`src/hw/rtl/pse_pkg.sv`:
```
`timescale 1ns / 1ps
package pse_pkg;

  localparam int WORD_W              = 32;
  localparam int SYM_W               = 8;
  localparam int STATUS_W            = 2;
  localparam int STACK_DEPTH_DEFAULT = 64;

  // character codes
  localparam logic [SYM_W-1:0] CH_ZERO  = 8'd48;
  localparam logic [SYM_W-1:0] CH_NINE  = 8'd57;
  localparam logic [SYM_W-1:0] CH_PLUS  = 8'h2B;
  localparam logic [SYM_W-1:0] CH_MINUS = 8'h2D;
  localparam logic [SYM_W-1:0] CH_STAR  = 8'h2A;
  localparam logic [SYM_W-1:0] CH_SLASH = 8'h2F;

  typedef enum logic [STATUS_W-1:0] {
    ST_OK        = 2'd0,
    ST_UNDERFLOW = 2'd1,
    ST_OVERFLOW  = 2'd2,
    ST_DIVZERO   = 2'd3
  } status_t;

  typedef enum logic [1:0] {
    OP_ADD,
    OP_SUB,
    OP_MUL,
    OP_DIV
  } op_t;

  typedef enum logic [1:0] {
    S_IDLE,
    S_EXEC,
    S_DIV,
    S_FINISH
  } state_t;

endpackage

```
`src/hw/rtl/pse_in_if.sv`:
```
`timescale 1ns / 1ps
interface pse_in_if import pse_pkg::*; ();
  logic             valid;
  logic             ready;
  logic [SYM_W-1:0] symbol;
  logic             end_of_expr;

  modport source (output valid, output symbol, output end_of_expr, input ready);
  modport sink (input valid, input symbol, input end_of_expr, output ready);
endinterface

```
`src/hw/rtl/pse_out_if.sv`:
```
`timescale 1ns / 1ps
interface pse_out_if import pse_pkg::*; ();
  logic                     valid;
  logic                     ready;
  logic signed [WORD_W-1:0] value;
  logic [STATUS_W-1:0]      status;

  modport source (output valid, output value, output status, input ready);
  modport sink (input valid, input value, input status, output ready);
endinterface

```
`src/hw/rtl/postfix_stack_evaluator.sv`:
```
`timescale 1ns / 1ps
// Channel   Dir  Payload                      Handshake
// in_chan   in   symbol[7:0], end_of_expr     valid/ready, word taken when both high
// out_chan  out  value[31:0] signed, status   valid/ready, word taken when both high
//
// Digits and ignored characters are handled in S_IDLE. For + - * the stack memory read
// of the left operand is registered, then S_EXEC computes and writes back the result.
// Divide waits in S_DIV for the radix-2 divider (one quotient bit a cycle).
// An end-of-expression word loads the result register in S_FINISH, waiting there while
// the previous result is still unclaimed. Reset clears the stack count and error.
// The result register decouples the output: the next word is taken while a result waits.
module postfix_stack_evaluator import pse_pkg::*; #(
  parameter int STACK_DEPTH = STACK_DEPTH_DEFAULT
) (
  input logic      clk,
  input logic      rst_n,
  pse_in_if.sink   in_chan,
  pse_out_if.source out_chan
);

  localparam int AW = (STACK_DEPTH > 1) ? $clog2(STACK_DEPTH) : 1;
  localparam int CW = $clog2(STACK_DEPTH + 1);

  // Stack layout: top_r mirrors the top entry, the memory holds every entry
  // (including the top) at its index, so an operator needs only entry count-2.
  state_t            state_r, state_nxt;
  logic [CW-1:0]     count_r, count_nxt;
  status_t           err_r, err_nxt;
  logic [WORD_W-1:0] top_r, top_nxt;
  logic              end_r, end_nxt;
  op_t               op_r, op_nxt;
  logic              out_valid_r, out_valid_nxt;
  logic [WORD_W-1:0] out_value_r, out_value_nxt;
  status_t           out_status_r, out_status_nxt;

  logic              in_accept;
  logic              is_digit;
  logic              is_op;
  op_t               op_dec;
  logic [WORD_W-1:0] digit_val;
  logic [CW-1:0]     lo_idx;
  logic [AW-1:0]     lo_addr;
  logic              full;
  logic              two_ok;
  logic              slot_free;

  logic              ram_we;
  logic [AW-1:0]     ram_waddr;
  logic [WORD_W-1:0] ram_wdata;
  logic [WORD_W-1:0] ram_rdata;

  logic              div_start;
  logic              div_done;
  logic [WORD_W-1:0] div_quo;
  logic [WORD_W-1:0] alu_res;

  pse_ram #(
    .WIDTH(WORD_W),
    .DEPTH(STACK_DEPTH)
  ) u_stack (
    .clk   (clk),
    .we    (ram_we),
    .waddr (ram_waddr),
    .wdata (ram_wdata),
    .raddr (lo_addr),
    .rdata (ram_rdata)
  );

  pse_div u_div (
    .clk      (clk),
    .rst_n    (rst_n),
    .start    (div_start),
    .dividend (ram_rdata),
    .divisor  (top_r),
    .done     (div_done),
    .quotient (div_quo)
  );

  assign in_chan.ready = (state_r == S_IDLE);
  assign in_accept     = in_chan.valid && in_chan.ready;

  assign is_digit  = (in_chan.symbol >= CH_ZERO) && (in_chan.symbol <= CH_NINE);
  assign digit_val = {{(WORD_W-SYM_W){1'b0}}, in_chan.symbol - CH_ZERO};
  assign lo_idx    = count_r - CW'(2);
  assign lo_addr   = lo_idx[AW-1:0];
  assign full      = (count_r >= CW'(STACK_DEPTH));
  assign two_ok    = (count_r >= CW'(2));
  assign slot_free = !out_valid_r || out_chan.ready;

  // decode the operator character
  always_comb begin
    is_op  = 1'b1;
    op_dec = OP_ADD;
    unique case (in_chan.symbol)
      CH_PLUS:  op_dec = OP_ADD;
      CH_MINUS: op_dec = OP_SUB;
      CH_STAR:  op_dec = OP_MUL;
      CH_SLASH: op_dec = OP_DIV;
      default:  is_op  = 1'b0;
    endcase
  end

  // left operand comes from memory, right operand from the top register
  always_comb begin
    case (op_r)
      OP_ADD:  alu_res = ram_rdata + top_r;
      OP_SUB:  alu_res = ram_rdata - top_r;
      default: alu_res = ram_rdata * top_r;
    endcase
  end

  always_comb begin
    state_nxt      = state_r;
    count_nxt      = count_r;
    err_nxt        = err_r;
    top_nxt        = top_r;
    end_nxt        = end_r;
    op_nxt         = op_r;
    out_valid_nxt  = out_valid_r;
    out_value_nxt  = out_value_r;
    out_status_nxt = out_status_r;
    ram_we         = 1'b0;
    ram_waddr      = lo_addr;
    ram_wdata      = alu_res;
    div_start      = 1'b0;

    // drop the result once taken
    if (out_valid_r && out_chan.ready) begin
      out_valid_nxt = 1'b0;
    end

    unique case (state_r)
      S_IDLE: begin
        if (in_accept) begin
          end_nxt = in_chan.end_of_expr;
          op_nxt  = op_dec;
          if (in_chan.end_of_expr) begin
            state_nxt = S_FINISH;
          end
          if (is_digit) begin
            if (full) begin
              if (err_r == ST_OK) begin
                err_nxt = ST_OVERFLOW;
              end
            end else begin
              ram_we    = 1'b1;
              ram_waddr = count_r[AW-1:0];
              ram_wdata = digit_val;
              top_nxt   = digit_val;
              count_nxt = count_r + 1'b1;
            end
          end else if (is_op) begin
            if (two_ok) begin
              // fetch the left operand
              state_nxt = S_EXEC;
            end else if (err_r == ST_OK) begin
              err_nxt = ST_UNDERFLOW;
            end
          end
        end
      end

      S_EXEC: begin
        if (op_r == OP_DIV) begin
          if (top_r == '0) begin
            if (err_r == ST_OK) begin
              err_nxt = ST_DIVZERO;
            end
            state_nxt = end_r ? S_FINISH : S_IDLE;
          end else begin
            div_start = 1'b1;
            state_nxt = S_DIV;
          end
        end else begin
          ram_we    = 1'b1;
          top_nxt   = alu_res;
          count_nxt = count_r - 1'b1;
          state_nxt = end_r ? S_FINISH : S_IDLE;
        end
      end

      S_DIV: begin
        if (div_done) begin
          ram_we    = 1'b1;
          ram_wdata = div_quo;
          top_nxt   = div_quo;
          count_nxt = count_r - 1'b1;
          state_nxt = end_r ? S_FINISH : S_IDLE;
        end
      end

      S_FINISH: begin
        // hold until the result register is free, then emit and clear
        if (slot_free) begin
          out_valid_nxt = 1'b1;
          if (count_r == '0) begin
            out_value_nxt  = '0;
            out_status_nxt = (err_r == ST_OK) ? ST_UNDERFLOW : err_r;
          end else begin
            out_value_nxt  = top_r;
            out_status_nxt = err_r;
          end
          count_nxt = '0;
          err_nxt   = ST_OK;
          state_nxt = S_IDLE;
        end
      end

      default: state_nxt = S_IDLE;
    endcase
  end

  always_ff @(posedge clk) begin
    if (!rst_n) begin
      state_r     <= S_IDLE;
      count_r     <= '0;
      err_r       <= ST_OK;
      out_valid_r <= 1'b0;
    end else begin
      state_r     <= state_nxt;
      count_r     <= count_nxt;
      err_r       <= err_nxt;
      out_valid_r <= out_valid_nxt;
    end
    top_r        <= top_nxt;
    end_r        <= end_nxt;
    op_r         <= op_nxt;
    out_value_r  <= out_value_nxt;
    out_status_r <= out_status_nxt;
  end

  assign out_chan.valid  = out_valid_r;
  assign out_chan.value  = out_value_r;
  assign out_chan.status = out_status_r;

endmodule

```
`src/hw/rtl/pse_ram.sv`:
```
`timescale 1ns / 1ps
module pse_ram #(
  parameter int WIDTH = 32,
  parameter int DEPTH = 64
) (
  input  logic                     clk,
  input  logic                     we,
  input  logic [$clog2(DEPTH)-1:0] waddr,
  input  logic [WIDTH-1:0]         wdata,
  input  logic [$clog2(DEPTH)-1:0] raddr,
  output logic [WIDTH-1:0]         rdata
);

  logic [WIDTH-1:0] mem [DEPTH];

  always_ff @(posedge clk) begin
    if (we) begin
      mem[waddr] <= wdata;
    end
    rdata <= mem[raddr];
  end

endmodule

```
`src/hw/rtl/pse_div.sv`:
```
`timescale 1ns / 1ps
module pse_div import pse_pkg::*; (
  input  logic              clk,
  input  logic              rst_n,
  input  logic              start,
  input  logic [WORD_W-1:0] dividend,
  input  logic [WORD_W-1:0] divisor,
  output logic              done,
  output logic [WORD_W-1:0] quotient
);

  localparam int CNT_W = $clog2(WORD_W + 1);

  logic              busy_r, busy_nxt;
  logic              done_r, done_nxt;
  logic [CNT_W-1:0]  cnt_r, cnt_nxt;
  logic [WORD_W-1:0] rem_r, rem_nxt;
  logic [WORD_W-1:0] quo_r, quo_nxt;
  logic [WORD_W-1:0] dsr_r, dsr_nxt;
  logic              neg_r, neg_nxt;
  logic [WORD_W-1:0] q_r, q_nxt;

  logic [WORD_W:0]   rem_sh;
  logic [WORD_W+1:0] diff;
  logic              take;
  logic [WORD_W-1:0] quo_step;

  assign rem_sh   = {rem_r, quo_r[WORD_W-1]};
  assign diff     = {1'b0, rem_sh} - {2'b00, dsr_r};
  assign take     = ~diff[WORD_W+1];
  assign quo_step = {quo_r[WORD_W-2:0], take};

  always_comb begin
    busy_nxt = busy_r;
    done_nxt = 1'b0;
    cnt_nxt  = cnt_r;
    rem_nxt  = rem_r;
    quo_nxt  = quo_r;
    dsr_nxt  = dsr_r;
    neg_nxt  = neg_r;
    q_nxt    = q_r;
    if (start) begin
      // work on magnitudes, fix the sign at the end
      busy_nxt = 1'b1;
      cnt_nxt  = CNT_W'(WORD_W);
      rem_nxt  = '0;
      quo_nxt  = dividend[WORD_W-1] ? (~dividend + 1'b1) : dividend;
      dsr_nxt  = divisor[WORD_W-1] ? (~divisor + 1'b1) : divisor;
      neg_nxt  = dividend[WORD_W-1] ^ divisor[WORD_W-1];
    end else if (busy_r) begin
      rem_nxt = take ? diff[WORD_W-1:0] : rem_sh[WORD_W-1:0];
      quo_nxt = quo_step;
      cnt_nxt = cnt_r - 1'b1;
      if (cnt_r == CNT_W'(1)) begin
        busy_nxt = 1'b0;
        done_nxt = 1'b1;
        q_nxt    = neg_r ? (~quo_step + 1'b1) : quo_step;
      end
    end
  end

  always_ff @(posedge clk) begin
    if (!rst_n) begin
      busy_r <= 1'b0;
      done_r <= 1'b0;
      cnt_r  <= '0;
    end else begin
      busy_r <= busy_nxt;
      done_r <= done_nxt;
      cnt_r  <= cnt_nxt;
    end
    rem_r <= rem_nxt;
    quo_r <= quo_nxt;
    dsr_r <= dsr_nxt;
    neg_r <= neg_nxt;
    q_r   <= q_nxt;
  end

  assign done     = done_r;
  assign quotient = q_r;

endmodule
```
`src/flat_wrapper.sv`:
```
// flat-port wrapper written by rule: the top's interface ports become plain ports
module postfix_stack_evaluator_flat import pse_pkg::*;
#(
  parameter int STACK_DEPTH = STACK_DEPTH_DEFAULT
)
  (clk, rst_n, in_chan_valid, in_chan_symbol, in_chan_end_of_expr, in_chan_ready, out_chan_valid, out_chan_value, out_chan_status, out_chan_ready);
  pse_in_if in_chan_i ();
  pse_out_if out_chan_i ();
  input logic clk;
  input logic rst_n;
  input wire logic [$bits(in_chan_i.valid)-1:0] in_chan_valid;
  input wire logic [$bits(in_chan_i.symbol)-1:0] in_chan_symbol;
  input wire logic [$bits(in_chan_i.end_of_expr)-1:0] in_chan_end_of_expr;
  output wire logic [$bits(in_chan_i.ready)-1:0] in_chan_ready;
  output wire logic [$bits(out_chan_i.valid)-1:0] out_chan_valid;
  output wire logic [$bits(out_chan_i.value)-1:0] out_chan_value;
  output wire logic [$bits(out_chan_i.status)-1:0] out_chan_status;
  input wire logic [$bits(out_chan_i.ready)-1:0] out_chan_ready;
  assign in_chan_i.valid = in_chan_valid;
  assign in_chan_i.symbol = in_chan_symbol;
  assign in_chan_i.end_of_expr = in_chan_end_of_expr;
  assign in_chan_ready = in_chan_i.ready;
  assign out_chan_valid = out_chan_i.valid;
  assign out_chan_value = out_chan_i.value;
  assign out_chan_status = out_chan_i.status;
  assign out_chan_i.ready = out_chan_ready;
  postfix_stack_evaluator #(.STACK_DEPTH(STACK_DEPTH)) u_core (.clk(clk), .rst_n(rst_n), .in_chan(in_chan_i), .out_chan(out_chan_i));
endmodule
```
`config.mk`:
```
export PLATFORM = sky130hd
export DESIGN_NAME = postfix_stack_evaluator_flat
export DESIGN_NICKNAME = d
export VERILOG_FILES = /design/src/hw/rtl/pse_pkg.sv /design/src/hw/rtl/pse_in_if.sv /design/src/hw/rtl/pse_out_if.sv /design/src/hw/rtl/postfix_stack_evaluator.sv /design/src/hw/rtl/pse_ram.sv /design/src/hw/rtl/pse_div.sv /design/src/flat_wrapper.sv
export SDC_FILE = /design/constraint.sdc
export NUM_CORES = 2
export LEC_CHECK = 0
export BUFFER_PORTS_ARGS = -buffer_cell sky130_fd_sc_hd__buf_4
export CAP_MARGIN = 20
export CORE_MARGIN = 10
export CORE_UTILIZATION = 25
export CTS_BUF_LIST = sky130_fd_sc_hd__clkbuf_4
export DETAILED_ROUTE_END_ITERATION = 7
export GPL_TIMING_DRIVEN = 0
export MAX_ROUTING_LAYER = met4
export PLACE_DENSITY_LB_ADDON = 0.08
export SYNTH_ARGS = -nofsm -noshare
export SYNTH_HDL_FRONTEND = slang
export SYNTH_SLANG_ARGS = --single-unit
```
`constraint.sdc`:
```
create_clock -name clk -period 10.4 [get_ports clk]
set_clock_uncertainty 0.05 [all_clocks]
set_input_delay 2.08 -clock clk [delete_from_list [all_inputs] [get_ports clk]]
set_output_delay 2.08 -clock clk [all_outputs]
set_load 0.01 [all_outputs]
```
==> metrics.csv <==
stage;metric;value;unit
run_status;status;finished clean;
yosys;ys_top_cells_by_count;2214 x edfxtp_1, 664 x mux4_2, 452 x inv_1;
layout;fin_area;131000;um2
yosys;postSynth.asyncResetShare;0;%
grt;grt_overflow;0;
clocking;path_clk_slew;60;ps
yosys;synth.avg_cell_area;16.9;um2
sta;relSlewSlack;18.0;%
floorplan;fp.coreArea;438000;um2
placed_design;hpwl;321000;um
sta;maxSlewViolCount;0;
clocking;cts_inserted_buffers;658;
yosys;synth_area_leader_cell;edfxtp_1;
setup_path;path_class;register to register;
layout;regArea;68200;um2
clocking;insertion_delay;1610;ps
yosys;synth_seq_cells;2298;
setup_path;cpMostUsedCell;fa_1;
setup_path;crit_slowest_cell;clkbuf_1;
placed_design;io_buffers;48;
layout;instances_no_fill;13800;
setup_path;worst-path-max-fanout;48;
floorplan;dieHeight;682;um
yosys;synth_edf_count;2214;
yosys;synth.most_common_cell;edfxtp_1;
setup_path;end_kind;register;
detailed_routing;dr.pass1.iters;6;
grt;grt_pass1_vias;68500;
sta;finalCritPeriodShare;98.2;%
setup_path;critical_path.top_delay_family;adder cells;
grt;grt_start_max_net_pins;65;
setup_path;start_kind;register;
yosys;synth_nets;7128;
floorplan;die_w;682;um
yosys;synth.top_cell.area_share;60.6;%
sta;final.min_clock_period;10210;ps
placed_design;dpl_cell_area;123000;um2
yosys;synth_cell_type_count;89;
yosys;netlist_top_cells_area;edfxtp_1 61%, mux4_2 14%, fa_1 7.5%;
clocking;root_buffer;clkbuf_4;
setup_path;cp_data_arrival_time;11220;ps
sta;setup_viol;0;
detailed_routing;ant_nets;0;
flow_run;maxCapViolCount;0;
detailed_routing;viasPerCell;4.69;
clocking;cts_tree;built;
placed_design;place_congestion;0.863;
setup_path;max_stage_delay;870;ps
sta;rsz0062_at_grt;false;
sta;maxClockFrequency;0.0979;GHz
floorplan;ios;49;
floorplan;die_area;465000;um2
placed_design;place_inst;12500;
layout;fillers;43500;
floorplan;start_util;25.1;%
detailed_routing;routedWlPerCell;31.7;um
grt;gr-usage-all-layers;18.9;%
clocking;cts_sinks;2298;
setup_path;critPathRequiredTime;11410;ps
detailed_routing;drc;0;
clocking;clockBufferDepth;4;
yosys;ys_warn_count;0;
layout;synthToLayoutAreaGrowth;19.8;%
setup_path;crit_chain;clkbuf_1, clkbuf_1, nand2_1, fa_1, inv_1, fa_1, inv_1, fa_1, fa_1, inv_1, fa_1, fa_1, fa_1, fa_1, ha_1, a21o_1, a31o_2, or3_1, o2111ai_1, a21oi_1, or3_1, a32o_1, a22o_2, buf_12;
floorplan;core.rowCount;243;
layout;nets;8075;
sta;setup-tns-final;0;ps
sta;hold_ws;449;ps
min_path;hold_class;register to register;
yosys;syn-cell-area;110000;um2
sta;finalHoldViolCount;0;
grt;grt_pass1_wl;592000;um
detailed_routing;vias;64600;
layout;drive_gt1_share;28.1;%
clocking;cts_max_level;6;
sta;tightest_slew;1220;ps
setup_path;crit_buf_inv;6;
yosys;ys_seq_area_share;62.2;%
grt;antenna_found_initial;45;
detailed_routing;wirelength;436000;um
detailed_routing;first_iter_violations;5573;
layout;multiInputGateArea;39200;um2
yosys;synth-main-ff-cell;edfxtp_1;
yosys;syn_inst;6499;
-- worst register-to-register path: stages, from the launching register on --
cell	delay, ps
dfxtp_1	790
clkbuf_1	880
clkbuf_1	830
nand2_1	170
fa_1	410
inv_1	90
fa_1	430
inv_1	90
fa_1	430
fa_1	410
inv_1	80
fa_1	440
fa_1	580
fa_1	430
fa_1	510
ha_1	400
a21o_1	200
a31o_2	250
or3_1	340
o2111ai_1	390
a21oi_1	150
or3_1	380
a32o_1	340
a22o_2	420
buf_12	250
-- repair_timing --
action | 4_1_cts | 5_1_grt
hold buffers | 0 | 0
gates cloned | 1 | 1
resized for setup | 15 | 30
setup endpoints to repair | 322 | 267
pin swaps | 1 | 1
setup buffers | 0 | 3
-- registers in the layout, indices dropped and copies added (netlist names), 6 cells and up --
register,cells
u_core.u_stack.mem,2048
u_core.u_stack.rdata,32
u_core.out_chan.value,32
u_core.u_div.cnt_r,6
u_core.count_r,7
u_core.top_r,32
u_core.u_div.quotient,32
u_core.u_div.rem_r,32
u_core.u_div.quo_r,32
u_core.u_div.dsr_r,32
-- cell type report --
type | instances | area share (%)
Buffer | 364 | 1.15
Inverter | 455 | 1.30
Sequential cell | 2298 | 51.9
Clock buffer | 989 | 5.65
Timing Repair Buffer | 289 | 3.81
Multi-Input combinational cell | 3380 | 29.8
Clock inverter | 191 | 0.803
Tap cell | 5757 | 5.48
Antenna cell | 40 | 0.0762
-- cells by family (layout without fill, tap and decap cells) --
kind of cell / after synthesis / after routing / synth area share [%]
xor gates and xnor gates: 260 / 260 / 2.10
DFF: 2298 / 2298 / 62.2
muxes: 683 / 683 / 13.8
adders and majority gates: 616 / 616 / 9.85
buffers and inverters: 823 / 2288 / 2.89
and+or+nand+nor: 1228 / 1228 / 5.56
other: 0 / 40 / 0
AOI/OAI and AO/OA: 591 / 593 / 3.61
-- layout by cell type (no fill, tap or decap), types with 34 or more instances in the layout --
cell      instances
edfxtp_1       2214
and2_1          356
fa_1            411
clkbuf_4        990
nor2_1          136
mux4_2          664
buf_16           34
diode_2          40
inv_1           452
xnor2_1         160
a21oi_1         124
nor2_4           66
o21ai_0         134
o31ai_1          46
nand2_1         437
xor2_1           98
buf_12          135
buf_8            59
buf_1            40
buf_4            55
a21o_1           39
clkinv_1        125
buf_2            47
nand3_1          54
clkbuf_1        239
a211oi_1         38
ha_1            205
dfxtp_1          84
-- routing by layer --
metal	part of all wire (%)	vias to the layer above	track usage, %
met3	4.9	600	2.73
met2	50	2030	31.8
li1	-	27100	-
met5	0	-	-
met4	2.7	0	4.98
met1	42	34900	24.0
-- through the flow --
step                      utilization, %  worst slack (ps)
after floorplan                        -               440
after global placement              26.8             -7480
after detailed placement            28.0              -490
after CTS                           30.0              17.8
after global routing                30.0              21.1
final                               30.0               189
-- worst paths after layout --
path | start | end | slack (ps) | cells past startpoint
setup / recovery | u_core.u_stack.rdata[3] | u_core.u_stack.mem[16][31] | 190 | 24
hold / removal | u_core.u_div.rem_r[31] | u_core.u_div.rem_r[31] | 450 | 2
setup reg to reg | u_core.u_stack.rdata[3] | u_core.u_stack.mem[16][31] | 190 | 24
hold reg to reg | u_core.u_div.rem_r[31] | u_core.u_div.rem_r[31] | 450 | 2
Power is left out: the tool's default activity adds up to more than one toggle a clock period on the data nets, which glitch-free logic cannot reach.
